==> config.mk <==
export PLATFORM = sky130hd
export DESIGN_NAME = magnetic_switch_threshold_codec
export DESIGN_NICKNAME = d
export VERILOG_FILES = /design/src/rtl/msc_pkg.sv /design/src/rtl/magnetic_switch_threshold_codec.sv /design/src/rtl/msc_csr.sv /design/src/rtl/msc_encode.sv /design/src/rtl/msc_decode.sv
export SDC_FILE = /design/constraint.sdc
export NUM_CORES = 2
export LEC_CHECK = 0
export BUFFER_PORTS_ARGS = -buffer_cell sky130_fd_sc_hd__buf_2
export CORE_ASPECT_RATIO = 1.4
export CORE_MARGIN = 3
export CORE_UTILIZATION = 40
export DETAILED_ROUTE_END_ITERATION = 7
export PLACE_DENSITY = 0.62
export SLEW_MARGIN = 20
export SYNTH_ARGS = -nofsm -noshare
export SYNTH_HDL_FRONTEND = slang
export SYNTH_HIERARCHICAL = 1
export SYNTH_SLANG_ARGS = --single-unit
==> constraint.sdc <==
create_clock -name clock -period 11.3 [get_ports clock]
set_clock_uncertainty 0.1 [all_clocks]
set_input_delay 2.825 -clock clock [delete_from_list [all_inputs] [get_ports clock]]
set_output_delay 2.825 -clock clock [all_outputs]
set_load 0.03 [all_outputs]
==> src/rtl/msc_pkg.sv <==
package msc_pkg;

   // Range limits of the threshold and hysteresis counts
   localparam logic [15:0] THR_MIN = 16'd16;
   localparam logic [15:0] THR_MAX = 16'd3840;
   localparam logic [15:0] HYS_MIN = 16'd8;
   localparam logic [15:0] HYS_MAX = 16'd1792;

   // Special codes
   localparam logic [6:0] THR_LATCH_CODE = 7'h7F;
   localparam logic [5:0] HYS_ZERO_CODE  = 6'h3F;

   // One count in uT: 5 in the narrow range, 5 * 10 in the wide range
   localparam logic [17:0] UT_PER_LSB_NARROW = 18'd5;
   localparam logic [17:0] UT_PER_LSB_WIDE   = 18'd50;

   // Reciprocals for the constant divides, exact for any 18-bit dividend
   localparam logic [35:0] DIV5_RECIP  = 36'd209716;   // ceil(2^20 / 5)
   localparam logic [36:0] DIV50_RECIP = 37'd335545;   // ceil(2^24 / 50)

   localparam logic [2:0] CSR_WIDE_RANGE_INDEX = 3'd0;

   typedef enum logic {
      KIND_ENCODE = 1'b0,
      KIND_DECODE = 1'b1
   } kind_type;

   typedef struct packed {
      kind_type    kind;
      logic [17:0] threshold_in;
      logic [17:0] hysteresis_in;
      logic        polarity_high_in;
      logic [7:0]  threshold_code_in;
      logic [7:0]  hysteresis_code_in;
   } req_word_type;

   typedef struct packed {
      logic [7:0]  threshold_code_out;
      logic [5:0]  hysteresis_code_out;
      logic [17:0] threshold_out;
      logic [17:0] hysteresis_out;
      logic        polarity_high_out;
   } rsp_word_type;

   function automatic logic [15:0] div_by_5(input logic [17:0] x);
      logic [35:0] p;
      p = 36'(x) * DIV5_RECIP;
      return p[35:20];
   endfunction

   function automatic logic [12:0] div_by_50(input logic [17:0] x);
      logic [36:0] p;
      p = 37'(x) * DIV50_RECIP;
      return p[36:24];
   endfunction

   // Position of the leading one
   function automatic logic [3:0] msb_pos(input logic [11:0] v);
      logic [3:0] pos;
      pos = '0;
      for (int i = 0; i < 12; i++) begin
         if (v[i]) begin
            pos = 4'(i);
         end
      end
      return pos;
   endfunction

   // Counts to uT: times 5, and times 10 again in the wide range
   function automatic logic [17:0] counts_to_ut(input logic [11:0] cnt, input logic wide);
      logic [14:0] x5;
      logic [17:0] x50;
      x5  = (15'(cnt) << 2) + 15'(cnt);
      x50 = (18'(x5) << 3) + (18'(x5) << 1);
      return wide ? x50 : 18'(x5);
   endfunction

endpackage

==> src/rtl/magnetic_switch_threshold_codec.sv <==
// Channel  Direction  Handshake             Word
// req      in         req_valid/req_stall   kind, uT values, codes
// rsp      out        rsp_valid/rsp_stall   codes, uT values, polarity
// csr      in/out     APB psel/penable      wide_range at byte address 0
//
// One word per cycle sustained while rsp_stall is low; a held result stalls the input.
// An accepted word passes through the input register and then the result register,
// with the divide, clamp and normalise logic between them.
// Synchronous reset clears the valid flags and wide_range.
// A stalled result holds; the input register still fills behind it.
module magnetic_switch_threshold_codec (
   input  logic        clock,
   input  logic        reset,
   input  logic        req_valid,
   output logic        req_stall,
   input  logic        req_kind,
   input  logic [17:0] req_threshold_in,
   input  logic [17:0] req_hysteresis_in,
   input  logic        req_polarity_high_in,
   input  logic [7:0]  req_threshold_code_in,
   input  logic [7:0]  req_hysteresis_code_in,
   output logic        rsp_valid,
   input  logic        rsp_stall,
   output logic [7:0]  rsp_threshold_code_out,
   output logic [5:0]  rsp_hysteresis_code_out,
   output logic [17:0] rsp_threshold_out,
   output logic [17:0] rsp_hysteresis_out,
   output logic        rsp_polarity_high_out,
   input  logic        psel,
   input  logic        penable,
   input  logic        pwrite,
   input  logic [2:0]  paddr,
   input  logic [31:0] pwdata,
   output logic [31:0] prdata,
   output logic        pready
);
   import msc_pkg::*;

   logic         wide_range;
   req_word_type req_word_ff;
   req_word_type req_word_in;
   logic         req_valid_ff;
   logic         req_valid_in;
   rsp_word_type rsp_word_ff;
   rsp_word_type rsp_word_in;
   logic         rsp_valid_ff;
   logic         rsp_valid_in;
   logic         rsp_free;
   logic         req_free;
   logic         move;
   logic [7:0]   enc_thr_code;
   logic [5:0]   enc_hys_code;
   logic [17:0]  dec_thr;
   logic [17:0]  dec_hys;
   logic         dec_pol;

   msc_csr u_csr (
      .clock      (clock),
      .reset      (reset),
      .psel       (psel),
      .penable    (penable),
      .pwrite     (pwrite),
      .paddr      (paddr),
      .pwdata     (pwdata),
      .prdata     (prdata),
      .pready     (pready),
      .wide_range (wide_range)
   );

   msc_encode u_encode (
      .word            (req_word_ff),
      .wide_range      (wide_range),
      .threshold_code  (enc_thr_code),
      .hysteresis_code (enc_hys_code)
   );

   msc_decode u_decode (
      .word          (req_word_ff),
      .wide_range    (wide_range),
      .threshold_ut  (dec_thr),
      .hysteresis_ut (dec_hys),
      .polarity_high (dec_pol)
   );

   assign rsp_free  = !rsp_valid_ff || !rsp_stall;
   assign move      = req_valid_ff && rsp_free;
   assign req_free  = !req_valid_ff || rsp_free;
   assign req_stall = !req_free;

   always_comb begin
      req_word_in  = req_word_ff;
      req_valid_in = req_valid_ff;
      if (req_free) begin
         req_valid_in = req_valid;
         req_word_in.kind               = kind_type'(req_kind);
         req_word_in.threshold_in       = req_threshold_in;
         req_word_in.hysteresis_in      = req_hysteresis_in;
         req_word_in.polarity_high_in   = req_polarity_high_in;
         req_word_in.threshold_code_in  = req_threshold_code_in;
         req_word_in.hysteresis_code_in = req_hysteresis_code_in;
      end

      rsp_word_in  = rsp_word_ff;
      rsp_valid_in = rsp_valid_ff;
      if (rsp_free) begin
         rsp_valid_in = move;
      end
      if (move) begin
         rsp_word_in = '0;
         unique case (req_word_ff.kind)
            KIND_ENCODE: begin
               rsp_word_in.threshold_code_out  = enc_thr_code;
               rsp_word_in.hysteresis_code_out = enc_hys_code;
            end
            KIND_DECODE: begin
               rsp_word_in.threshold_out     = dec_thr;
               rsp_word_in.hysteresis_out    = dec_hys;
               rsp_word_in.polarity_high_out = dec_pol;
            end
            default: begin
               rsp_word_in = '0;
            end
         endcase
      end
   end

   always_ff @(posedge clock) begin
      if (reset) begin
         req_valid_ff <= 1'b0;
         rsp_valid_ff <= 1'b0;
      end else begin
         req_valid_ff <= req_valid_in;
         rsp_valid_ff <= rsp_valid_in;
      end
      req_word_ff <= req_word_in;
      rsp_word_ff <= rsp_word_in;
   end

   assign rsp_valid               = rsp_valid_ff;
   assign rsp_threshold_code_out  = rsp_word_ff.threshold_code_out;
   assign rsp_hysteresis_code_out = rsp_word_ff.hysteresis_code_out;
   assign rsp_threshold_out       = rsp_word_ff.threshold_out;
   assign rsp_hysteresis_out      = rsp_word_ff.hysteresis_out;
   assign rsp_polarity_high_out   = rsp_word_ff.polarity_high_out;

endmodule

==> src/rtl/msc_csr.sv <==
module msc_csr (
   input  logic        clock,
   input  logic        reset,
   input  logic        psel,
   input  logic        penable,
   input  logic        pwrite,
   input  logic [2:0]  paddr,
   input  logic [31:0] pwdata,
   output logic [31:0] prdata,
   output logic        pready,
   output logic        wide_range
);
   import msc_pkg::*;

   logic wide_range_ff;
   logic wide_range_in;
   logic hit;

   // register index is the word address
   assign hit = ({2'b00, paddr[2]} == CSR_WIDE_RANGE_INDEX);

   always_comb begin
      wide_range_in = wide_range_ff;
      if (psel && penable && pwrite && hit) begin
         wide_range_in = pwdata[0];
      end
   end

   always_ff @(posedge clock) begin
      if (reset) begin
         wide_range_ff <= 1'b0;
      end else begin
         wide_range_ff <= wide_range_in;
      end
   end

   assign prdata     = hit ? {31'd0, wide_range_ff} : 32'd0;
   assign pready     = 1'b1;
   assign wide_range = wide_range_ff;

endmodule

==> src/rtl/msc_encode.sv <==
module msc_encode (
   input  msc_pkg::req_word_type word,
   input  logic                  wide_range,
   output logic [7:0]            threshold_code,
   output logic [5:0]            hysteresis_code
);
   import msc_pkg::*;

   logic        thr_latch;
   logic [15:0] thr_counts;
   logic [11:0] thr_clamped;
   logic [2:0]  thr_exp;
   logic [11:0] thr_norm;
   logic [17:0] hys_src;
   logic        hys_zero;
   logic [15:0] hys_counts;
   logic [10:0] hys_clamped;
   logic [2:0]  hys_exp;
   logic [11:0] hys_norm;

   always_comb begin
      // below one count means latch mode; a compare avoids waiting on the divide
      thr_latch  = wide_range ? (word.threshold_in < UT_PER_LSB_WIDE)
                              : (word.threshold_in < UT_PER_LSB_NARROW);
      thr_counts = wide_range ? 16'(div_by_50(word.threshold_in))
                              : div_by_5(word.threshold_in);
      if (thr_counts > THR_MAX) begin
         thr_clamped = THR_MAX[11:0];
      end else if (thr_counts < THR_MIN) begin
         thr_clamped = THR_MIN[11:0];
      end else begin
         thr_clamped = thr_counts[11:0];
      end
      thr_exp  = 3'(msb_pos(thr_clamped) - 4'd4);
      thr_norm = thr_clamped >> thr_exp;
      threshold_code = {~word.polarity_high_in,
                        thr_latch ? THR_LATCH_CODE : {thr_exp, thr_norm[3:0]}};

      // latch mode halves the hysteresis
      hys_src    = thr_latch ? (word.hysteresis_in >> 1) : word.hysteresis_in;
      hys_zero   = (hys_src == 18'd0);
      hys_counts = wide_range ? 16'(div_by_50(hys_src)) : div_by_5(hys_src);
      if (hys_counts > HYS_MAX) begin
         hys_clamped = HYS_MAX[10:0];
      end else if (hys_counts < HYS_MIN) begin
         hys_clamped = HYS_MIN[10:0];
      end else begin
         hys_clamped = hys_counts[10:0];
      end
      hys_exp  = 3'(msb_pos({1'b0, hys_clamped}) - 4'd3);
      hys_norm = {1'b0, hys_clamped} >> hys_exp;
      hysteresis_code = hys_zero ? HYS_ZERO_CODE : {hys_exp, hys_norm[2:0]};
   end

endmodule

==> src/rtl/msc_decode.sv <==
module msc_decode (
   input  msc_pkg::req_word_type word,
   input  logic                  wide_range,
   output logic [17:0]           threshold_ut,
   output logic [17:0]           hysteresis_ut,
   output logic                  polarity_high
);
   import msc_pkg::*;

   logic [11:0] thr_raw;
   logic [10:0] hys_raw;
   logic        thr_over;
   logic [11:0] thr_cnt;
   logic [10:0] hys_val;
   logic [11:0] hys_cnt;

   always_comb begin
      // leading one restores the implicit base (16 or 8)
      thr_raw  = 12'({1'b1, word.threshold_code_in[3:0]}) << word.threshold_code_in[6:4];
      hys_raw  = 11'({1'b1, word.hysteresis_code_in[2:0]}) << word.hysteresis_code_in[5:3];
      thr_over = (16'(thr_raw) > THR_MAX);
      thr_cnt  = thr_over ? 12'd0 : thr_raw;
      hys_val  = (16'(hys_raw) > HYS_MAX) ? 11'd0 : hys_raw;
      // an out-of-range threshold decodes as latch, where hysteresis counts double
      hys_cnt  = thr_over ? {hys_val, 1'b0} : {1'b0, hys_val};

      threshold_ut  = counts_to_ut(thr_cnt, wide_range);
      hysteresis_ut = counts_to_ut(hys_cnt, wide_range);
      polarity_high = ~word.threshold_code_in[7];
   end

endmodule

== Word level (Yosys, flattened, before mapping) ==
Cells that the tools add are included.
Cells by class
  mux-type cells: 37
  magnitude comparators: 8
  bitwise logic cells: 3
  reduce and logical (&&, ||, !) cells: 12
  $add $sub $neg: 6
  multipliers: 4
  shift operators: 4
Operators by type and width (count)
  $mul 18x19->37 const B: 2
  $mul 18x16->34 const B: 2
  $mux 12: 4
  $mux 3: 15
  $add 18x16->18: 2
  $mux 11: 3
  $mux 16: 2
  $add 14x12->15: 2
  $mux 15: 2
  $logic_not 18->1: 1
  $lt 18x3->1 const B: 1
  $lt 18x6->1 const B: 1
  $mux 18: 1
  $gt 16x11->1 const B: 1
  $gt 16x12->1 const B: 1
  $lt 16x4->1 const B: 1
  $lt 16x5->1 const B: 1
  $gt 12x12->1 const B: 1
  $shl 5x3->12: 1
  $shr 12x3->4: 1
  $gt 11x11->1 const B: 1
  $shl 4x3->11: 1
  $shr 11x3->3: 1
  $mux 2: 4
  10 further kinds: 22
Storage, ports and cells
  register bits: 106

== Depth between registers and ports, before layout ==
  depth in word-level cells: 21
  mapped depth: 45

== Cells and area by module ==
The synthesis kept the hierarchy.
By module, submodules not included
  msc_encode: times used 1, sequential area each 0.0 um2, area each 24374.6 um2, cells each 2678
  magnetic_switch_threshold_codec: times used 1, sequential area each 3193.1 um2, area each 3577.2 um2, cells each 170
  msc_decode: times used 1, sequential area each 0.0 um2, area each 3325.7 um2, cells each 499
  msc_csr: times used 1, sequential area each 20.0 um2, area each 309.0 um2, cells each 40

== Worst setup path before layout ==
OpenSTA, ideal clock, no wires.
  kind: reg-to-reg
  start point: reg req_word_ff[38] in the netlist's numbering
  end point: reg rsp_word_ff, in the netlist rsp_hysteresis_code_out[0] (data pin)
  data arrival time: 10.350 ns
  period minus slack after synthesis: 10.707 ns
  data required time: 10.943 ns
  setup slack: 0.593 ns
  cell stages (with the launch flop): 46
  path buffers: 2
  cell sequence: edfxtp_1 -> inv_1 -> ha_1 -> nor2b_1 -> o21ai_0 -> a21oi_1 -> o21a_1 -> o21ai_0 -> nand2_1 -> a21oi_1 -> clkbuf_1 -> mux2i_1 -> inv_1 -> ha_1 -> inv_1 -> ha_1 -> or2_2 -> fa_1 -> [10 not listed] -> nor2_1 -> a211o_1 -> or3_1 -> buf_6 -> a21oi_1 -> o211ai_1 -> or4_1 -> nor4_2 -> o21a_2 -> a21oi_1 -> o21bai_1 -> ha_1 -> inv_1 -> o41ai_4 -> nor4bb_1 -> or4_1 -> o2111a_1 -> nor2b_1
Between the ends
  longest elaborated chain between the ends: 21
  elaborated cells on any way between the ends: 25
  classes of those cells: 1 x add/sub; 2 x mul; 4 x order compare; 1 x shift; 16 x mux; 1 x reduce/logical
Ends and longest elaborated chain
  from (decl): line magnetic_switch_threshold_codec.sv:40  | req_word_type req_word_ff;
  from (signal assigned): line magnetic_switch_threshold_codec.sv:135  | req_word_ff <= req_word_in;
  $lt 18x3->1 / $lt 18x6->1 (equally long branches): line msc_encode.sv:24, msc_encode.sv:23
  $mux 1 (*): line msc_encode.sv:23  | thr_latch = wide_range ? (word.threshold_in < UT_PER_LSB_WIDE)
  $mux 18 (*): line msc_encode.sv:40  | hys_src = thr_latch ? (word.hysteresis_in >> 1) : word.hysteresis_in;
  $mul 18x19->37 / $mul 18x16->34 (equally long branches): line msc_pkg.sv:53, msc_pkg.sv:47
  $mux 16: line msc_encode.sv:42  | hys_counts = wide_range ? 16'(div_by_50(hys_src)) : div_by_5(hys_src);
  $lt 16x4->1: line msc_encode.sv:45  | end else if (hys_counts < HYS_MIN) begin
  $mux 11: line msc_encode.sv:45
  $mux 11: line msc_encode.sv:43  | if (hys_counts > HYS_MAX) begin
  $mux 1: line msc_pkg.sv:62  | if (v[i]) begin
  $mux 2 (2 in a row): line msc_pkg.sv:62
  $mux 3 (7 in a row): line msc_pkg.sv:62
  $sub 3x2->3: line msc_encode.sv:50  | hys_exp = 3'(msb_pos({1'b0, hys_clamped}) - 4'd3);
  $shr 11x3->3: line msc_encode.sv:51  | hys_norm = {1'b0, hys_clamped} >> hys_exp;
  $mux 6 (*): line msc_encode.sv:52  | hysteresis_code = hys_zero ? HYS_ZERO_CODE : {hys_exp, hys_norm[2:0]};
  net enc_hys_code[0]: line magnetic_switch_threshold_codec.sv:52  | logic [5:0] enc_hys_code;
  to (signal assigned): line magnetic_switch_threshold_codec.sv:136  | rsp_word_ff <= rsp_word_in;
  to (decl): line magnetic_switch_threshold_codec.sv:44  | rsp_word_type rsp_word_ff;
The timed path passes the listed nets; every way through them passes the cells marked *.
A chain may end at the register's enable or synchronous reset.

== Worst setup path after layout ==
Ends and elaborated chain as after synthesis.

==> results.ini <==
[outcome]
outcome=finished clean

[placed_design]
dp_hpwl_um=76300
dp_cells=4560
io_buffers=114
gp_congestion=0.957

[sta]
final.setup.tns_ns=0
rsz0062_at_grt=no
fin_crit_sh_pct=94.8
setup_violations=0
period_needed_ns=10.72
slew_headroom_pct=46.3
slew_viol_final=0
hold_viol=0
fmax_mhz=93.3
worst_pin_slew_ns=0.795

[grt]
grt_max_degree=59
overflow=0
antenna_found_initial=0
grt_first_pass_wirelength_um=137000
first_global_vias=25517
grt_usage_pct=21.3

[die]
dieWidth_um=243
fp.dieH_um=338
dieArea_mm2=0.0823
initial_core_util_pct=40.4
design.core.area_mm2=0.0780
row_count=121
ioPinCount=182

[finish]
drive_above_1_share_pct=8.62
n_antenna_cell=0
layout.cells.non_filler=4582
syn_to_final_growth_pct=7.69
finalNetCount=4666

[setup_path]
critPathLaunchType=flop
path_class=reg -> reg
crit_path_top_delay_cell=or4_1
crit_fanout=7
cpMostUsedCell=inv_1
arrival_ns=10.76
crit_required_ns=11.35
slowest_delay_ns=0.59
cp-end-kind=flop

[cts]
clkTransAtPathRegs_ns=0.10
worstSkewPairLatency_ns=0.40
numCtsBuffers=9
cts.sinks=106
root_buffer=clkbuf_16
htreeDepth=3
clock_path_buffers=2
cts_tree=built

[yosys]
syn_inst=3385
ys_warn_count=6
syn_area_per_cell_um2=9.31
syn-cell-area_mm2=0.0315

[detailed_routing]
drt-pass1-iter-count=5
drc=0
drt_iter0_drc=1065
post_drt_wl_per_cell_um=18.8
wl_um=86400
vias_per_cell=5.23
vias=23973
drtAntennaViolNets=0

[job]
cap_violations=0

[min_path]
hp-class=reg -> reg

-- layer usage --
layer | vias to the layer above | share of wire, % | GRT usage, %
met5 | - | 0 | 0
li1 | 11568 | - | -
met1 | 11698 | 37 | 22.7
met3 | 215 | 2.4 | 1.80
met2 | 492 | 54 | 41.2
met4 | 0 | 6.4 | 11.3
-- flip-flops by register name, indices dropped and copies added, names as in the netlist --
register	cells
u_csr/wide_range	1
rsp_threshold_out	18
rsp_hysteresis_out	18
req_valid_ff	1
rsp_polarity_high_out	1
rsp_threshold_code_out	8
rsp_hysteresis_code_out	6
req_word_ff	52
rsp_valid	1
-- worst max-delay path: cells and delay by family (launching register included) --
kind                       cells  cell delay [ns]
adders and majority gates     10             3.74
AOI/OAI and AO/OA             14             2.45
muxes                          1             0.24
buffers and inverters          8             0.63
and+or+nand+nor               10             2.86
DFF                            1             0.41
-- cell type report --
| class | instances | area, um^2 |
|---|---|---|
| Sequential cell | 106 | 3160 |
| Multi-Input combinational cell | 2456 | 25100 |
| Timing Repair Buffer | 201 | 1240 |
| Clock buffer | 9 | 225 |
| Fill cell | 7679 | 44000 |
| Clock inverter | 7 | 71.3 |
| Tap cell | 1045 | 1310 |
| Inverter | 758 | 2850 |
-- stage by stage --
stage	setup slack, ns	area (um^2)	utilization [%]	hold WS (ns)
after global routing	0.0383	34000	43.5	0.457
after floorplan	0.593	31600	-	0.353
after detailed placement	0.476	33600	43.1	0.391
after global placement	0.570	33600	43.1	0.382
final	0.585	34000	43.5	0.410
after CTS	0.392	33900	43.5	0.415
-- cells in the final DEF (no fill, tap or decap), types with 22 or more instances in the layout --
master / n
inv_1: 754
ha_1: 614
fa_1: 424
nand2_1: 177
a21oi_1: 173
o21ai_0: 116
buf_2: 114
nor2_1: 111
edfxtp_1: 103
buf_4: 86
xnor2_1: 64
and2_1: 55
nand3_1: 43
nor3_1: 41
a21o_1: 40
nand4_1: 40
xor2_1: 34
conb_1: 32
nor2b_1: 31
mux2i_1: 29
a211oi_1: 28
o211ai_1: 24
nand2b_1: 22
-- timing repair --
item	4_1_cts	5_1_grt
buffers inserted	0	6
setup endpoints to repair	0	2
hold buffers	0	0
gates resized for setup	0	0
-- worst paths after layout --
check | start | to | slack, ns | cells past startpoint
worst max-delay path | req_word_ff[38] | rsp_hysteresis_code_out[0] | 0.58 | 43
worst min register to register | req_valid_ff | rsp_valid | 0.41 | 2
worst min-delay path | req_valid_ff | rsp_valid | 0.41 | 2
worst max register to register | req_word_ff[38] | rsp_hysteresis_code_out[0] | 0.58 | 43
Power is not shown: default switching activity piles up to over one toggle a cycle in this logic, so the estimate is an artifact.
